--- src/rtl/gbw_fifo.sv ---
`default_nettype none

module gbw_fifo #(
    parameter int WIDTH = 8,
    parameter int DEPTH = 8
) (
    input  logic             aclk,
    input  logic             aresetn,
    input  logic             push,
    input  logic [WIDTH-1:0] push_data,
    output logic             out_valid,
    input  logic             out_ready,
    output logic [WIDTH-1:0] out_data
);

    localparam int PTR_W = $clog2(DEPTH);
    localparam int CNT_W = $clog2(DEPTH + 1);

    logic [WIDTH-1:0] mem_reg [DEPTH];
    logic [PTR_W-1:0] wr_ptr_reg;
    logic [PTR_W-1:0] rd_ptr_reg;
    logic [CNT_W-1:0] count_reg, count_next;
    logic             pop;

    assign out_valid = count_reg != '0;
    assign out_data = mem_reg[rd_ptr_reg];
    assign pop = out_valid && out_ready;

    always_comb begin
        count_next = count_reg;
        if (push && !pop) begin
            count_next = count_reg + CNT_W'(1);
        end else if (pop && !push) begin
            count_next = count_reg - CNT_W'(1);
        end
    end

    always_ff @(posedge aclk) begin
        if (!aresetn) begin
            wr_ptr_reg <= '0;
            rd_ptr_reg <= '0;
            count_reg <= '0;
        end else begin
            count_reg <= count_next;
            if (push) begin
                wr_ptr_reg <= (wr_ptr_reg == PTR_W'(DEPTH - 1)) ? '0 : wr_ptr_reg + PTR_W'(1);
            end
            if (pop) begin
                rd_ptr_reg <= (rd_ptr_reg == PTR_W'(DEPTH - 1)) ? '0 : rd_ptr_reg + PTR_W'(1);
            end
        end
    end

    always_ff @(posedge aclk) begin
        if (push) begin
            mem_reg[wr_ptr_reg] <= push_data;
        end
    end

endmodule

`default_nettype wire

--- config.mk ---
export PLATFORM = sky130hd
export DESIGN_NAME = gbw_fifo
export DESIGN_NICKNAME = d
export VERILOG_FILES = /design/src/rtl/gbw_fifo.sv
export SDC_FILE = /design/constraint.sdc
export NUM_CORES = 1
export LEC_CHECK = 0
export BUFFER_PORTS_ARGS = -buffer_cell sky130_fd_sc_hd__buf_2
export CAP_MARGIN = 20
export CORE_ASPECT_RATIO = 1.2
export CORE_MARGIN = 8
export CORE_UTILIZATION = 40
export CTS_BUF_LIST = sky130_fd_sc_hd__clkbuf_4 sky130_fd_sc_hd__clkbuf_8 sky130_fd_sc_hd__clkbuf_16
export CTS_CLUSTER_SIZE = 30
export DETAILED_ROUTE_END_ITERATION = 8
export SETUP_SLACK_MARGIN = 0.05
export SLEW_MARGIN = 20
export SYNTH_ARGS = -nofsm -noshare
export SYNTH_HDL_FRONTEND = slang
export SYNTH_SLANG_ARGS = --single-unit
--- constraint.sdc ---
create_clock -name aclk -period 4.4 [get_ports aclk]
set_clock_uncertainty 0.05 [all_clocks]
set_input_delay 1.32 -clock aclk [delete_from_list [all_inputs] [get_ports aclk]]
set_output_delay 1.32 -clock aclk [all_outputs]
set_load 0.005 [all_outputs]
==> metrics list <==
- The flow ran to the end, and the final reports show no timing, DRC or antenna violations.
* Cell Pwr Density: 504.1 nW/um2
* Clock sinks: 77
* Number of warnings printed during yosys synthesis: 0
- Hold timing on the final database bottoms out at a slack of 435.8 ps.
- Starting density of the core: 41.05%
* Fraction of registers with async set or reset after synthesis: 0%
- Total negative slack: 0 ps
- Combinational logic is responsible for 17.7% of the overall power.
- Reg power frac: 50.1%
- Final routed wire length divided by cell count: 19.43 um
* Commonest register cell after synthesis: edfxtp_1
* H-Tree Depth: 3
- Final setup fails: 0
- Sequential share of the synthesized area: 69.76%
- Peak supply drop: 339.9 uV
- Worst-Margin Slew: 981.1 ps
* Nature of the critical path endpoint: output port
- The die is 96.73 um wide.
* DRC errors left: 0
* Met1 Resource Use GR: 10.83%
* Top cell type's share of synthesized area: 61.44%
- Clock-pin slew was measured on the worst setup and hold paths at 80 ps.
* Die Area: 10920 um2
- Kind of critical path: flip-flop to output port
- The final number of hold-violating endpoints was 0.
* Placer congestion estimate: 0.6944
- Setup Buffers After CTS: 0
* Cell types with the largest area share after synthesis: edfxtp_1 (61%), mux4_1 (13%), dfxtp_1 (8.3%)
- Synthesized netlist net count: 184
- Net switching is 24.53% of the power.
- Data on the critical path is required at its endpoint by 3030 ps.
- The repair_antennas step left the layout with diodes totalling 0.
- Fill count: 652
- Number of global-route vias before repair: 1682
- The analysis attributes to net switching a power of 435.8 uW.
- Share of post-route cells with drive strength above 1: 24.23%
- In the global route stage, met2 resource usage came out at 19.08%.
* Slew HR: 34.35%
- The number of antenna violations at the first check in global routing is 0.
- Post-detailed-placement half-perimeter wirelength: 3728 um
* Gr usage total: 10.59%
- After layout, the worst setup slack is 710.1 ps.
- Total CTS buffers: 9
- The die is 112.9 um tall.
- Post-detailed-route via-to-cell ratio: 5.343
- Total of buffers placed on input and output ports: 20
- The later pin in the worst-skew pair is clocked with a latency of 330 ps.
- Number of cells produced by synthesis: 164
- Critical Path Source Type: flip-flop
- Gates resized during post-CTS repair numbered 0.
* Mean Syn Cell Area: 19.07 um2
- From synthesis to final layout, the design area changed by 12.64%.
- Count of vias placed by the detailed router: 1528
* Shortest period the worst path allows: 3690 ps
- The mapped netlist covers 3128 um2.
- In the finished design, the share of the clock period the worst path needs comes to 83.86%.
- Maximum buffer depth of the clock tree: 2
* Initial DRC count: 60
- Summed over all cells, the static leakage comes to 1.211 nW.
* Hold Path Class: flip-flop to flip-flop
- Data arrives at the worst endpoint at 2320 ps.
- Pint: 1.340 mW
* I/O pin total: 21
- The clock network accounts for 32.2% of the total power.
- The first global-routing pass estimated 8742 um of wire.
- Total congestion overflow: 0
- Core Footprint: 7620 um2
* Upper clock frequency limit: 271.0 MHz
- Hold buffers post-CTS: 0
* Largest net degree at the start of global routing: 17
* Routed WL: 5558 um
- Most utilized layer in the global route result: met2
- Slew Limit Fails: 0
- Counting distinct cell types in the post-synthesis netlist gives 29.
- The first TritonRoute pass finished after 4 iterations.
- Nets: 209
- The synthesized design spends more area on one cell type than any other, namely edfxtp_1.
- Number of flip-flops and latches in the synthesized netlist: 77
- Flip-flop count of the largest register after layout: 64
* Pre-CTS setup slack: 1021 ps
- Along the worst path, the maximum fanout reaches 16.
- Number of routed nets with antenna violations: 0
- Max-capacitance violation count: 0
- Met3 routing resource usage after global routing: 2.803%
- CTS tree: done
- Post-synth EDFFs: 64
- CTS root buffer: clkbuf_8
- Setup repair after global routing left no endpoint under its margin.
- Placement row count: 35
-- routing by layer --
layer | up-vias | share of wire (%) | routed length, um
met1 | 780 | 41 | 2266
met3 | 9 | 2.8 | 158
li1 | 715 | - | -
met5 | - | 0 | 0
met2 | 24 | 54 | 3028
met4 | 0 | 1.9 | 104
-- cells in the final DEF, fill, tap and decap left out --
| cell | n |
|---|---|
| edfxtp_1 | 64 |
| mux4_2 | 1 |
| clkinvlp_4 | 2 |
| nor3_1 | 1 |
| or4_4 | 1 |
| ha_1 | 7 |
| o21ai_0 | 2 |
| nand2_1 | 8 |
| a21boi_0 | 3 |
| and2_1 | 3 |
| fa_1 | 1 |
| buf_2 | 20 |
| nor2_1 | 7 |
| dfxtp_1 | 13 |
| bufinv_16 | 2 |
| nand3_1 | 3 |
| clkinv_1 | 1 |
| nor2b_1 | 3 |
| mux2_2 | 8 |
| mux4_1 | 15 |
| clkbuf_8 | 9 |
| clkinv_4 | 1 |
| mux2i_1 | 4 |
| nor3_2 | 1 |
| or3_1 | 1 |
| nand2b_1 | 5 |
| inv_1 | 1 |
| a211oi_1 | 1 |
| clkbuf_4 | 1 |
| buf_4 | 1 |
| a31oi_1 | 1 |
| xnor2_1 | 2 |
| a21oi_1 | 1 |
-- Yosys cell counts (2+ instances only) --
cell type and count:
edfxtp_1 64, mux4_1 15, dfxtp_1 13, mux2_2 8, nand2_1 8, ha_1 7, nor2_1 7, nand2b_1 5
mux2i_1 4, a21boi_0 3, and2_1 3, clkbuf_1 3, nand3_1 3, nor2b_1 3, nor3_1 2, o21ai_0 2
xnor2_1 2
-- logic make-up after synthesis --
logic type	after synthesis	synth area share [%]
flops	77	69.76
xor+xnor	2	0.5601
simple gates	33	5.360
fa+ha+maj	8	3.440
compound gates	8	1.640
mux	28	17.48
buf+inv	8	1.760
-- through the flow --
step / total power [mW] / instances / utilization (%) / area (um2)
final: 1.776 / 286 / 46.24 / 3523
after global placement: 1.206 / 270 / 43.37 / 3304
after floorplan: 1.143 / 164 / - / 3128
after global routing: 1.860 / 286 / 46.24 / 3523
after CTS: 1.796 / 286 / 46.24 / 3523
after detailed placement: 1.228 / 270 / 43.37 / 3304
-- path summary, 6_finish.rpt --
path | startpoint | end | slack [ps] | cells after the start
worst min-delay path | count_reg[3] | count_reg[3] | 440 | 2
worst max-delay path | flip-flop | out_data[1] | 710 | 3
worst max register to register | count_reg[1] | count_reg[3] | 1890 | 9
worst min register to register | count_reg[3] | count_reg[3] | 440 | 2
-- power groups by stage --
stage / Clock (mW) / Sequential [mW] / Combinational, mW
after floorplan: 0 / 0.867 / 0.277
after global placement: 0 / 0.904 / 0.302
after detailed placement: 0 / 0.909 / 0.320
after CTS: 0.582 / 0.892 / 0.322
after global routing: 0.609 / 0.899 / 0.352
final: 0.572 / 0.890 / 0.315
-- critical path: stages, from the launching register on --
cell,delay (ps)
dfxtp_1,910
mux4_1,650
mux2_2,280
buf_2,130
-- final cells by class --
type	count	area (um2)	share of cell area, %
tap	92	115.1	3.267
inverter	1	3.754	0.1065
timing repair buffer	21	107.6	3.054
clock buffer	10	131.4	3.729
multi-input combinational	79	895.9	25.43
sequential	77	2182	61.93
clock inverter	6	87.58	2.486
(Power assumes the default switching activity.)
